`config.mk`:
```
export PLATFORM = sky130hd
export DESIGN_NAME = led_effect_phase_sequencer_core
export DESIGN_NICKNAME = d
export VERILOG_FILES = /design/src/rtl/lepseq_pkg.sv /design/src/rtl/led_effect_phase_sequencer_core.sv /design/src/rtl/lepseq_cfg_regs.sv /design/src/rtl/lepseq_step.sv
export SDC_FILE = /design/constraint.sdc
export NUM_CORES = 1
export LEC_CHECK = 0
export ABC_AREA = 1
export BUFFER_PORTS_ARGS = -buffer_cell sky130_fd_sc_hd__buf_2
export CORE_MARGIN = 5
export CORE_UTILIZATION = 67
export DETAILED_ROUTE_END_ITERATION = 10
export GPL_ROUTABILITY_DRIVEN = 1
export GPL_TIMING_DRIVEN = 0
export HOLD_SLACK_MARGIN = 0.06
export PLACE_DENSITY = 0.85
export SLEW_MARGIN = 10
export SYNTH_ARGS = -nofsm -noshare
export SYNTH_HDL_FRONTEND = slang
export SYNTH_HIERARCHICAL = 1
export SYNTH_SLANG_ARGS = --single-unit
```
`constraint.sdc`:
```
create_clock -name clk -period 9.8 [get_ports clk]
set_input_delay 0 -clock clk [delete_from_list [all_inputs] [get_ports clk]]
set_output_delay 0 -clock clk [all_outputs]
set_load 0.1 [all_outputs]
```
`src/rtl/lepseq_pkg.sv`:
```
`default_nettype none

package lepseq_pkg;

    // counter width of the sequencer, default for the top level parameter
    localparam int LEPSEQ_COUNT_WIDTH = 8;

    // fixed field widths of the ports
    localparam int CFG_DATA_WIDTH  = 8;
    localparam int CFG_INDEX_WIDTH = 3;
    localparam int STEP_WIDTH      = 8;
    localparam int SCREEN_WIDTH    = 8;

    typedef enum logic [CFG_INDEX_WIDTH-1:0] {
        CFG_EFFECT_MODE         = 3'd0,
        CFG_APPEAR_LAST_STEP    = 3'd1,
        CFG_HOLD_TICKS          = 3'd2,
        CFG_DISAPPEAR_LAST_STEP = 3'd3,
        CFG_SCREEN_LAST         = 3'd4
    } cfg_idx_t;

    typedef enum logic [1:0] {
        MODE_HOLD_PER_SCREEN = 2'd0,
        MODE_FULL_CYCLE      = 2'd1,
        MODE_ROLL_UP         = 2'd2,
        MODE_ROLL_DOWN       = 2'd3
    } mode_t;

    typedef enum logic [2:0] {
        PH_NONE      = 3'd0,
        PH_APPEAR    = 3'd1,
        PH_HOLD      = 3'd2,
        PH_DISAPPEAR = 3'd3,
        PH_ROLL      = 3'd4
    } phase_t;

    typedef enum logic [2:0] {
        ACT_IDLE      = 3'd0,
        ACT_CLEAR     = 3'd1,
        ACT_APPEAR    = 3'd2,
        ACT_ROLL      = 3'd3,
        ACT_DISAPPEAR = 3'd4,
        ACT_COPY      = 3'd5
    } action_t;

    typedef struct packed {
        mode_t                     effect_mode;
        logic [CFG_DATA_WIDTH-1:0] appear_last_step;
        logic [CFG_DATA_WIDTH-1:0] hold_ticks;
        logic [CFG_DATA_WIDTH-1:0] disappear_last_step;
        logic [CFG_DATA_WIDTH-1:0] screen_last;
    } cfg_t;

    typedef struct packed {
        action_t                 action;
        logic [STEP_WIDTH-1:0]   step_index;
        logic [SCREEN_WIDTH-1:0] screen_index;
        logic                    load_current;
        logic                    load_next;
        logic                    load_last;
        logic                    action_done;
        phase_t                  phase;
    } result_t;

endpackage

`default_nettype wire

```
`src/rtl/led_effect_phase_sequencer_core.sv`:
```
`default_nettype none

// channel   | direction | handshake              | payload
// ----------+-----------+------------------------+------------------------------------------
// input     | in        | in_valid / in_ready    | frame_tick
// result    | out       | out_valid / out_ready  | action, step_index, screen_index,
//           |           |                        | load_current, load_next, load_last,
//           |           |                        | action_done, phase
// config    | in        | cfg_wr_en (no wait)    | cfg_index, cfg_data
//
// one beat per cycle sustained while out_ready holds; a beat passes the input register, then the result register
// stage one is the input register, stage two is the phase step logic feeding the
// result register; sequencer state updates when a beat moves from stage one to two
// reset clears config, sequencer state and both valid flags
// a stalled result holds its register; the input register still takes one more beat,
// then in_ready drops until out_ready frees the result register

module led_effect_phase_sequencer_core
    import lepseq_pkg::*;
#(
    parameter int COUNT_WIDTH = LEPSEQ_COUNT_WIDTH
)
(
    input  wire logic                       clk,
    input  wire logic                       rst_n,

    input  wire logic                       cfg_wr_en,
    input  wire logic [CFG_INDEX_WIDTH-1:0] cfg_index,
    input  wire logic [CFG_DATA_WIDTH-1:0]  cfg_data,

    input  wire logic                       in_valid,
    output logic                            in_ready,
    input  wire logic                       frame_tick,

    output logic                            out_valid,
    input  wire logic                       out_ready,
    output logic [2:0]                      action,
    output logic [STEP_WIDTH-1:0]           step_index,
    output logic [SCREEN_WIDTH-1:0]         screen_index,
    output logic                            load_current,
    output logic                            load_next,
    output logic                            load_last,
    output logic                            action_done,
    output logic [2:0]                      phase
);

    cfg_t    cfg;
    result_t step_result;
    result_t result_reg;

    // input register
    logic in_valid_reg;
    logic tick_reg;
    // result register valid
    logic out_valid_reg;
    // stage one beat moves into the result register
    logic advance;

    assign advance  = in_valid_reg && (!out_valid_reg || out_ready);
    assign in_ready = !in_valid_reg || advance;

    lepseq_cfg_regs u_cfg_regs (
        .clk       (clk),
        .rst_n     (rst_n),
        .cfg_wr_en (cfg_wr_en),
        .cfg_index (cfg_index),
        .cfg_data  (cfg_data),
        .cfg       (cfg)
    );

    lepseq_step #(
        .COUNT_WIDTH (COUNT_WIDTH)
    ) u_step (
        .clk        (clk),
        .rst_n      (rst_n),
        .cfg        (cfg),
        .step_en    (advance),
        .frame_tick (tick_reg),
        .result     (step_result)
    );

    // input stage control
    always_ff @(posedge clk or negedge rst_n)
    begin
        if (!rst_n)
        begin
            in_valid_reg <= 1'b0;
        end
        else if (in_ready)
        begin
            in_valid_reg <= in_valid;
        end
    end

    // input payload, no reset needed
    always_ff @(posedge clk)
    begin
        if (in_valid && in_ready)
        begin
            tick_reg <= frame_tick;
        end
    end

    // result stage control
    always_ff @(posedge clk or negedge rst_n)
    begin
        if (!rst_n)
        begin
            out_valid_reg <= 1'b0;
        end
        else if (advance)
        begin
            out_valid_reg <= 1'b1;
        end
        else if (out_ready)
        begin
            out_valid_reg <= 1'b0;
        end
    end

    // result payload
    always_ff @(posedge clk)
    begin
        if (advance)
        begin
            result_reg <= step_result;
        end
    end

    assign out_valid    = out_valid_reg;
    assign action       = result_reg.action;
    assign step_index   = result_reg.step_index;
    assign screen_index = result_reg.screen_index;
    assign load_current = result_reg.load_current;
    assign load_next    = result_reg.load_next;
    assign load_last    = result_reg.load_last;
    assign action_done  = result_reg.action_done;
    assign phase        = result_reg.phase;

    // end of action always lands back in phase none
    assert property (@(posedge clk) disable iff (!rst_n)
        (out_valid && action_done) |-> (phase == PH_NONE))
        else $error("action_done with phase not none");

    // step index only carries a value on step commands
    assert property (@(posedge clk) disable iff (!rst_n)
        (out_valid && step_index != '0) |->
            (action == ACT_APPEAR || action == ACT_ROLL || action == ACT_DISAPPEAR))
        else $error("step index set on a non-step command");

    // next and last buffers never load together, and each comes with a current load
    assert property (@(posedge clk) disable iff (!rst_n)
        (out_valid && (load_next || load_last)) |-> (load_current && !(load_next && load_last)))
        else $error("bad screen load combination");

    // clearing the next frame always starts a screen with a current load in appear
    assert property (@(posedge clk) disable iff (!rst_n)
        (out_valid && action == ACT_CLEAR) |-> (load_current && phase == PH_APPEAR))
        else $error("clear without current load or appear");

    // a stalled result is never overwritten by the step stage
    assert property (@(posedge clk) disable iff (!rst_n)
        (out_valid && !out_ready) |=> out_valid_reg && $stable(result_reg))
        else $error("result register changed under stall");

endmodule

`default_nettype wire

```
`src/rtl/lepseq_cfg_regs.sv`:
```
`default_nettype none

module lepseq_cfg_regs
    import lepseq_pkg::*;
(
    input  wire logic                       clk,
    input  wire logic                       rst_n,
    input  wire logic                       cfg_wr_en,
    input  wire logic [CFG_INDEX_WIDTH-1:0] cfg_index,
    input  wire logic [CFG_DATA_WIDTH-1:0]  cfg_data,
    output cfg_t                            cfg
);

    cfg_t cfg_reg;

    always_ff @(posedge clk or negedge rst_n)
    begin
        if (!rst_n)
        begin
            cfg_reg <= '0;
        end
        else if (cfg_wr_en)
        begin
            case (cfg_idx_t'(cfg_index))
                CFG_EFFECT_MODE:         cfg_reg.effect_mode <= mode_t'(cfg_data[1:0]);
                CFG_APPEAR_LAST_STEP:    cfg_reg.appear_last_step <= cfg_data;
                CFG_HOLD_TICKS:          cfg_reg.hold_ticks <= cfg_data;
                CFG_DISAPPEAR_LAST_STEP: cfg_reg.disappear_last_step <= cfg_data;
                CFG_SCREEN_LAST:         cfg_reg.screen_last <= cfg_data;
                default:                 ;  // unused index, write dropped
            endcase
        end
    end

    assign cfg = cfg_reg;

endmodule

`default_nettype wire

```
`src/rtl/lepseq_step.sv`:
```
`default_nettype none

module lepseq_step
    import lepseq_pkg::*;
#(
    parameter int COUNT_WIDTH = LEPSEQ_COUNT_WIDTH
)
(
    input  wire logic clk,
    input  wire logic rst_n,
    input  wire cfg_t cfg,
    input  wire logic step_en,
    input  wire logic frame_tick,
    output result_t   result
);

    // step counters carry one extra bit so they can pass the last step
    phase_t                 phase_reg, phase_next;
    logic [COUNT_WIDTH:0]   app_cnt_reg, app_cnt_next;
    logic [COUNT_WIDTH:0]   dis_cnt_reg, dis_cnt_next;
    logic [COUNT_WIDTH-1:0] hold_cnt_reg, hold_cnt_next;
    logic [COUNT_WIDTH-1:0] scr_cnt_reg, scr_cnt_next;

    logic [COUNT_WIDTH:0]   app_last, dis_last;
    logic [COUNT_WIDTH-1:0] hold_lim, scr_last;
    logic [COUNT_WIDTH:0]   app_inc, dis_inc;
    logic [COUNT_WIDTH-1:0] hold_inc;
    logic                   app_in, app_end, dis_in, dis_end, hold_in, hold_end;
    logic                   full_cycle, roll_down, roll_finished;

    assign app_last = {1'b0, COUNT_WIDTH'(cfg.appear_last_step)};
    assign dis_last = {1'b0, COUNT_WIDTH'(cfg.disappear_last_step)};
    assign hold_lim = COUNT_WIDTH'(cfg.hold_ticks);
    assign scr_last = COUNT_WIDTH'(cfg.screen_last);

    assign app_inc  = app_cnt_reg + 1'b1;
    assign dis_inc  = dis_cnt_reg + 1'b1;
    assign hold_inc = hold_cnt_reg + 1'b1;
    assign app_in   = (app_cnt_reg <= app_last);
    assign app_end  = (app_inc > app_last);
    assign dis_in   = (dis_cnt_reg <= dis_last);
    assign dis_end  = (dis_inc > dis_last);
    assign hold_in  = (hold_cnt_reg < hold_lim);
    assign hold_end = (hold_inc >= hold_lim);

    assign full_cycle    = (cfg.effect_mode == MODE_FULL_CYCLE);
    assign roll_down     = (cfg.effect_mode == MODE_ROLL_DOWN);
    assign roll_finished = roll_down ? (scr_cnt_reg == '0) : (scr_cnt_reg >= scr_last);

    always_comb
    begin
        phase_next    = phase_reg;
        app_cnt_next  = app_cnt_reg;
        dis_cnt_next  = dis_cnt_reg;
        hold_cnt_next = hold_cnt_reg;
        scr_cnt_next  = scr_cnt_reg;

        result              = '0;
        result.action       = ACT_IDLE;

        if (frame_tick)
        begin
            if (cfg.effect_mode inside {MODE_HOLD_PER_SCREEN, MODE_FULL_CYCLE})
            begin
                case (phase_reg)
                    PH_NONE:
                    begin
                        app_cnt_next        = '0;
                        hold_cnt_next       = '0;
                        dis_cnt_next        = '0;
                        scr_cnt_next        = '0;
                        phase_next          = PH_APPEAR;
                        result.load_current = 1'b1;
                        result.action       = ACT_CLEAR;
                    end
                    PH_APPEAR:
                    begin
                        if (app_in)
                        begin
                            result.action     = ACT_APPEAR;
                            result.step_index = STEP_WIDTH'(app_cnt_reg);
                        end
                        app_cnt_next = app_end ? '0 : app_inc;
                        if (app_end)
                        begin
                            phase_next = (hold_lim != '0) ? PH_HOLD : PH_DISAPPEAR;
                        end
                    end
                    PH_HOLD:
                    begin
                        if (hold_in)
                        begin
                            result.action = ACT_COPY;
                        end
                        hold_cnt_next = hold_end ? '0 : hold_inc;
                        if (hold_end)
                        begin
                            if (full_cycle || scr_cnt_reg >= scr_last)
                            begin
                                phase_next = PH_DISAPPEAR;
                            end
                            else
                            begin
                                scr_cnt_next        = scr_cnt_reg + 1'b1;
                                result.load_current = 1'b1;
                                phase_next          = PH_APPEAR;
                            end
                        end
                    end
                    PH_DISAPPEAR:
                    begin
                        if (dis_in)
                        begin
                            result.action     = ACT_DISAPPEAR;
                            result.step_index = STEP_WIDTH'(dis_cnt_reg);
                        end
                        dis_cnt_next = dis_end ? '0 : dis_inc;
                        if (dis_end)
                        begin
                            if (!full_cycle || scr_cnt_reg >= scr_last)
                            begin
                                phase_next         = PH_NONE;
                                result.action_done = 1'b1;
                            end
                            else
                            begin
                                scr_cnt_next        = scr_cnt_reg + 1'b1;
                                result.load_current = 1'b1;
                                phase_next          = PH_APPEAR;
                            end
                        end
                    end
                    default: ;  // roll phase has no meaning here, tick is dropped
                endcase
            end
            else
            begin
                case (phase_reg)
                    PH_NONE:
                    begin
                        app_cnt_next        = '0;
                        scr_cnt_next        = roll_down ? scr_last : '0;
                        phase_next          = PH_APPEAR;
                        result.load_current = 1'b1;
                        result.load_last    = roll_down;
                        result.load_next    = !roll_down;
                        result.action       = ACT_CLEAR;
                    end
                    PH_APPEAR, PH_ROLL:
                    begin
                        if (app_in)
                        begin
                            result.action     = (phase_reg == PH_ROLL) ? ACT_ROLL : ACT_APPEAR;
                            result.step_index = STEP_WIDTH'(app_cnt_reg);
                        end
                        app_cnt_next = app_end ? '0 : app_inc;
                        if (app_end)
                        begin
                            if (phase_reg == PH_APPEAR)
                            begin
                                phase_next = PH_ROLL;
                            end
                            else if (roll_finished)
                            begin
                                phase_next         = PH_NONE;
                                result.action_done = 1'b1;
                            end
                            else
                            begin
                                scr_cnt_next        = roll_down ? scr_cnt_reg - 1'b1
                                                                : scr_cnt_reg + 1'b1;
                                result.load_current = 1'b1;
                                result.load_last    = roll_down;
                                result.load_next    = !roll_down;
                            end
                        end
                    end
                    default: ;  // hold and disappear have no meaning in roll modes
                endcase
            end
        end

        result.screen_index = SCREEN_WIDTH'(scr_cnt_next);
        result.phase        = phase_next;
    end

    always_ff @(posedge clk or negedge rst_n)
    begin
        if (!rst_n)
        begin
            phase_reg    <= PH_NONE;
            app_cnt_reg  <= '0;
            dis_cnt_reg  <= '0;
            hold_cnt_reg <= '0;
            scr_cnt_reg  <= '0;
        end
        else if (step_en)
        begin
            phase_reg    <= phase_next;
            app_cnt_reg  <= app_cnt_next;
            dis_cnt_reg  <= dis_cnt_next;
            hold_cnt_reg <= hold_cnt_next;
            scr_cnt_reg  <= scr_cnt_next;
        end
    end

endmodule

`default_nettype wire
```
# [After elaboration in Yosys (flattened, before gate mapping)]
# Cells that the tools add are included.
[totals] reg_bits=100 latch_bits=0 ram_bits=0 romBits=0 in_bits=17 output_inout_bits=28 elab_cells=138 n_memories=0
[op_classes] add_sub_neg=5 mul=0 n_div=0 order_cmp=7 eq_ne=11 shifts=0 n_mux=63 n_bitwise=1 reduce_logical=30
[op_table] operator="8-bit 2-to-1 mux" count=13
[op_table] operator="9-bit one-hot mux with 2 select lines" count=3
[op_table] operator="8-bit one-hot mux with 2 select lines" count=3
[op_table] operator="11-bit 2-to-1 mux" count=3
[op_table] operator="3-bit 2-to-1 mux" count=10
[op_table] operator="9-bit 2-to-1 mux" count=3
[op_table] operator="3-bit one-hot mux with 4 select lines" count=2
[op_table] operator="8-bit one-hot mux with 3 select lines" count=1
[op_table] operator="9-bit by 1-bit adder with 9-bit output (second input constant)" count=2
[op_table] operator="9-bit by 8-bit greater-than comparator with 1-bit output" count=2
[op_table] operator="9-bit by 8-bit less-or-equal comparator with 1-bit output" count=2
[op_table] operator="3-bit one-hot mux with 2 select lines" count=3
[op_table] operator="1-bit 2-to-1 mux" count=17
[op_table] operator="8-bit by 1-bit adder with 8-bit output (second input constant)" count=2
[op_table] operator="8-bit >= comparator" count=2
[op_table] operator="3-bit by 2-bit equality test with 1-bit output (second input constant)" count=4
[op_table] operator="4-bit AND reduction" count=3
[op_table] operator="10-bit 2-to-1 mux" count=1
[op_table] operator="2-bit AND reduction" count=5
[op_table] operator="8-bit logical NOT" count=1
[op_table] operator="8-bit less-than comparator" count=1
[op_table] operator="4-bit 2-to-1 mux" count=2
[op_table] operator="2-bit nonzero test" count=4
[op_table] operator="8-bit nonzero test" count=1
[op_table] operator="other kinds (16)" count=27

# [Longest topological paths before layout]
[depth] word_depth=8 mapped_depth=25 ltp_nobuf=25

# [Cells and area by module]
# Netlist, hierarchy kept.
[modules_own_cells] mod="lepseq_step" n_inst=1 cells_each=773 area_each_um2=5054.8 seq_area_each_um2=925.9
[modules_own_cells] mod="lepseq_cfg_regs" n_inst=1 cells_each=158 area_each_um2=1383.8 seq_area_each_um2=850.8
[modules_own_cells] mod="led_effect_phase_sequencer_core" n_inst=1 cells_each=39 area_each_um2=905.9 seq_area_each_um2=860.8

# [Worst setup path before layout]
# Ideal clock, no wire load.
[synth_path] path_type="reg2reg" from="register out_valid_reg (netlist: out_valid)" to="register u_step.hold_cnt_reg[6]" setup_ns=0.101 arrival_time_ns=3.543 t_required_ns=9.699 setup_slack_ns=6.156 path_stages_with_launch=8 path_buffers=0 synth_period_minus_slack_ns=3.644 cell_sequence="dfrtp_1 -> a21oi_1 -> inv_1 -> nor2_1 -> inv_1 -> nor2_2 -> inv_1 -> o32ai_1"
[synth_between] elab_chain_len=4
[synth_rtl] element="start, declared" line_no="led_effect_phase_sequencer_core.sv:55" rtl="logic out_valid_reg;"
[synth_rtl] element="start signal, assigned" line_no="led_effect_phase_sequencer_core.sv:109" rtl="out_valid_reg <= 1'b0;"
[synth_rtl] element="start signal, assigned" line_no="led_effect_phase_sequencer_core.sv:113" rtl="out_valid_reg <= 1'b1;"
[synth_rtl] element="start signal, assigned" line_no="led_effect_phase_sequencer_core.sv:117" rtl="out_valid_reg <= 1'b0;"
[synth_rtl] element="1-bit logical NOT" line_no="led_effect_phase_sequencer_core.sv:59" rtl="assign advance = in_valid_reg && (!out_valid_reg || out_ready);"
[synth_rtl] element="1-bit logical OR" line_no="led_effect_phase_sequencer_core.sv:59"
[synth_rtl] element="1-bit logical AND" line_no="led_effect_phase_sequencer_core.sv:59"
[synth_rtl] element="net advance" line_no="led_effect_phase_sequencer_core.sv:57" rtl="logic advance;"
[synth_rtl] element="4-bit AND reduction (no source line)"
[synth_rtl] element="end signal, assigned" line_no="lepseq_step.sv:202" rtl="hold_cnt_reg <= hold_cnt_next;"
[synth_rtl] element="end, declared" line_no="lepseq_step.sv:21" rtl="logic [COUNT_WIDTH-1:0] hold_cnt_reg, hold_cnt_next;"
# The timed path passes the listed nets, and every way through them passes these cells.
# A chain may end at the register's enable or synchronous reset.

==> results.txt <==
----------------------------------------------------
[Run status]
  Outcome ... finished, final reports clean

[CTS]
  H-tree levels ... 3
  Buffers inserted by post-CTS timing repair ... 0
  CTS root buf ... sky130_fd_sc_hd__clkbuf_8
  Clock latency on the worst-skew pair ... 0.38 ns
  Clock slew at the register clock pins of the worst setup and hold paths ... 0.10 ns
  Number of CTS-inserted buffers ... 9
  Clock tree from TritonCTS ... yes
  Number of sinks handled by clock tree synthesis ... 100
  Clock tree buffer depth ... 2

[STA]
  Setup Viol. Count Final ... 0
  Part of the cycle the worst path needs ... 0.3532
  Clock skew ... 0.01314 ns
  Final setup slack of the worst path ... 6.339 ns
  Hold Fails Final Rpt ... 0
  Final-report max-slew violation count ... 0
  Max Clock Freq ... 288.9 MHz
  Post-Route Setup TNS ... 0 ns
  RSZ-0062 raised after global routing ... false
  Slew at the pin with the worst max-slew slack ... 0.5807 ns
  Worst slew margin ... 0.6114
  Final critical-path required period ... 3.461 ns

[Yosys]
  Register bit count reported by yosys ... 100
  Synthesized area per cell ... 7.572 sq um
  Number of enable flip-flop cells after synthesis ... 27
  Post-synthesis sequential area ratio ... 0.3591
  Number of distinct library cell variants in the gate-level netlist after synthesis ... 50
  YS warnings ... 6
  Cell area after synthesis ... 0.007345 sq mm
  Net count of the mapped netlist ... 1049
  Proportion of register bits with asynchronous set or reset after synthesis ... 0.7300
  Cells after synthesis ... 970
  Main flop type after synthesis ... sky130_fd_sc_hd__dfrtp_1

[Finish]
  Commonest cells after routing, fill and taps aside ... sky130_fd_sc_hd__nand2_1, sky130_fd_sc_hd__inv_1, sky130_fd_sc_hd__nand3_1
  Post-route cell area ... 0.008204 sq mm
  P&R area growth vs syn ... 11.70%
  Total of fill cells in the finished design ... 788
  Most common library cell in the layout ignoring fill and taps ... sky130_fd_sc_hd__nand2_1
  Count of nets after finishing ... 1127
  Flip-flop count of the largest register, all copies and words added ... 34
  Layout cells sized above 1 ... 0.1216
  Total inserted antenna cells ... 0
  Area of combinational cells with multiple inputs ... 0.003986 sq mm
  Filler-free cell count of the finished design ... 1193
  Sequential standard cell area ... 0.002638 sq mm

[Setup path]
  Buffers plus inverters on the worst setup path ... 3
  Startpoint of the worst register-to-register path ... u_step/hold_cnt_reg[2]
  Worst-path cell with the longest stage delay ... sky130_fd_sc_hd__dfrtp_1
  Critical Path Fanout Max ... 8
  Start point of the critical path ... u_step/hold_cnt_reg[2]
  Critical setup path kind ... reg2reg
  Nature of the critical path startpoint ... flop
  CP Data Required Time ... 9.93 ns
  CP delay by family, top ... simple AND/OR/NAND/NOR gates
  Crit-path cells ... inv_1 > nor3_1 > nand3_1 > nor3_1 > xor2_1 > ha_1 > a21oi_1 > o21a_1 > nand3_1 > inv_1 > nand2_1 > nand3_1 > nand3_1 > nand2_1 > nand3_1 > o21ai_1 > inv_1
  Most frequent CP cell ... sky130_fd_sc_hd__nand3_1
  Crit path arrival time ... 3.59 ns
  Critical path's largest stage delay ... 0.43 ns
  Capturing element type of the critical path ... flop

[Floorplanning]
  DIE WIDTH ... 114.7 um
  Die boundary height ... 114.7 um
  Total core area ... 0.01079 sq mm
  Die outline area ... 0.01316 sq mm
  Number of placement rows ... 38
  I/O pin total ... 45
  Initial standard-cell utilization of the core ... 0.6805

[Drt]
  Total routed wire length on the met1 layer ... 8281 um
  Via density per instance ... 5.858
  TritonRoute pass-1 iters ... 5
  Routed met3 length ... 2025 um
  Amount of wire on met2 after detailed routing ... 8949 um
  Post-detailed-routing wire length ... 19860 um
  Highest metal used ... met4
  WL/cell ... 16.64 um
  Post-detailed-route DRC marker count ... 0
  Vias ... 6988
  Residual antenna-violating net count after detailed routing ... 0
  Initial DRC Count ... 577

[Power and ir drop]
  Relative contribution of sequential cells to total power ... 0.302
  Net switching power figure ... 1.019 mW
  Worst VDD drop ... 0.1495 mV
  Clock share of power ... 0.132
  Design internal power ... 0.9513 mW
  Combinational share of power ... 0.566
  Leakage dissipation ... 4.255 nW
  Total power draw ... 1.970 mW
  Power Density ... 240.2 mW/mm^2
  Switching part of the total power ... 0.5171

[Placed design]
  HPWL Detailed ... 14720 um
  Final weighted congestion in routability-driven placement ... 1.023
  Placed cell count ... 1156
  Placed standard-cell area ... 0.007809 sq mm
  Setup Slack @ Placement ... 6.388 ns
  Number of buffers added on ports ... 44

[Job]
  Maximum Capacitance Violations ... 0

[Global route]
  GR Util All Layers ... 0.3205
  Gr ovfl total ... 0
  Global-route wire length before repair ... 33180 um
  Largest net degree at the start of global routing ... 47
  Antenna violations before repair ... 0
  Vias in the first global route ... 6603

[Worst hold path]
  Class of the tightest hold or removal check ... in2async

----------------------------------------------------
## synthesized netlist by cell type, types with 3 or more instances
cell type / number / area, sq um
sky130_fd_sc_hd__nand3_2: 4 / 40.04
sky130_fd_sc_hd__ha_1: 62 / 775.7
sky130_fd_sc_hd__nand2_2: 9 / 56.30
sky130_fd_sc_hd__nor3_1: 24 / 120.1
sky130_fd_sc_hd__and3_1: 3 / 18.77
sky130_fd_sc_hd__o22ai_1: 19 / 118.9
sky130_fd_sc_hd__a21oi_4: 3 / 48.80
sky130_fd_sc_hd__nand2_1: 255 / 957.2
sky130_fd_sc_hd__xor2_1: 26 / 227.7
sky130_fd_sc_hd__o21ai_0: 36 / 180.2
sky130_fd_sc_hd__edfxtp_1: 27 / 810.8
sky130_fd_sc_hd__nor2_2: 6 / 37.54
sky130_fd_sc_hd__o211ai_1: 5 / 37.54
sky130_fd_sc_hd__o32ai_1: 5 / 43.79
sky130_fd_sc_hd__o21ai_1: 4 / 20.02
sky130_fd_sc_hd__buf_6: 3 / 33.78
sky130_fd_sc_hd__inv_1: 152 / 570.6
sky130_fd_sc_hd__a21oi_1: 34 / 170.2
sky130_fd_sc_hd__buf_2: 10 / 50.05
sky130_fd_sc_hd__nand4_1: 24 / 150.1
sky130_fd_sc_hd__nor2_4: 3 / 33.78
sky130_fd_sc_hd__inv_2: 8 / 30.03
sky130_fd_sc_hd__nand3_1: 86 / 430.4
sky130_fd_sc_hd__dfrtp_1: 73 / 1827
sky130_fd_sc_hd__nand2_4: 4 / 45.04
sky130_fd_sc_hd__buf_4: 4 / 30.03
sky130_fd_sc_hd__nor2_1: 49 / 183.9
sky130_fd_sc_hd__o31ai_1: 5 / 37.54
## power groups by stage
| stage | Clock [mW] | Combinational [mW] | Sequential, mW |
|---|---|---|---|
| after floorplan | 0 | 0.696 | 0.726 |
| after global placement | 0 | 1.06 | 0.599 |
| after detailed placement | 0 | 1.08 | 0.600 |
| after CTS | 0.261 | 1.09 | 0.592 |
| after global routing | 0.282 | 1.23 | 0.607 |
| final | 0.260 | 1.12 | 0.595 |
## kinds of logic after synthesis
family                     Yosys count  synth area share
and+or+nand+nor                    477            0.3005
buffers and inverters              181           0.09966
AOI/OAI and AO/OA                  122            0.1015
DFF                                100            0.3591
adders and majority gates           62            0.1056
xor gates and xnor gates            27           0.03220
muxes                                1          0.001363
## what timing repair did
| action | 4_1_cts | 5_1_grt |
|---|---|---|
| hold endpoints to repair | 111 | 0 |
| resized for setup | 0 | 0 |
| hold buffers | 21 | 0 |
## layer usage
metal / vias to the layer above / global-route usage
met5: - / 0
met4: 0 / 0.1064
met3: 46 / 0.06977
met2: 369 / 0.5033
met1: 3212 / 0.4446
li1: 3361 / -
## worst paths after layout
kind	to	slack (ns)	cells past startpoint
max	screen_index[7]	6.34	17
min reg2reg	u_cfg_regs/cfg[29]	0.48	2
max reg2reg	screen_index[7]	6.34	17
min in group clk	tick_reg	0.35	2
max in group asynchronous	u_step/scr_cnt_reg[1]	9.14	3
min	u_step/dis_cnt_reg[0]	0.08	2
## final cells by class
| cell class | count | area share |
|---|---|---|
| repair buffers | 67 | 0.05948 |
| clock inverters | 5 | 0.004118 |
| well taps | 140 | 0.02135 |
| flip-flops and latches | 100 | 0.3215 |
| plain buffers | 19 | 0.01479 |
| multi-input cells | 689 | 0.4859 |
| inverters | 162 | 0.07442 |
| clock buffers | 11 | 0.01845 |
## worst register-to-register path: cells and delay by family (launching register included)
kind                       cells  cell delay, ns
adders and majority gates      1            0.28
AOI/OAI and AO/OA              3            0.35
xor gates and xnor gates       1            0.23
buffers and inverters          3            0.41
and+or+nand+nor                9            1.51
DFF                            1            0.43
## stage by stage
stage	hold slack, ns	utilization
2_1_floorplan	-0.2956	-
3_3_place_gp	0.1764	0.7171
3_5_place_dp	-0.04695	0.7235
4_1_cts	0.08424	0.7601
5_1_grt	0.1153	0.7601
6_report	0.08217	0.7601
Power figures use the tool's default switching activity.
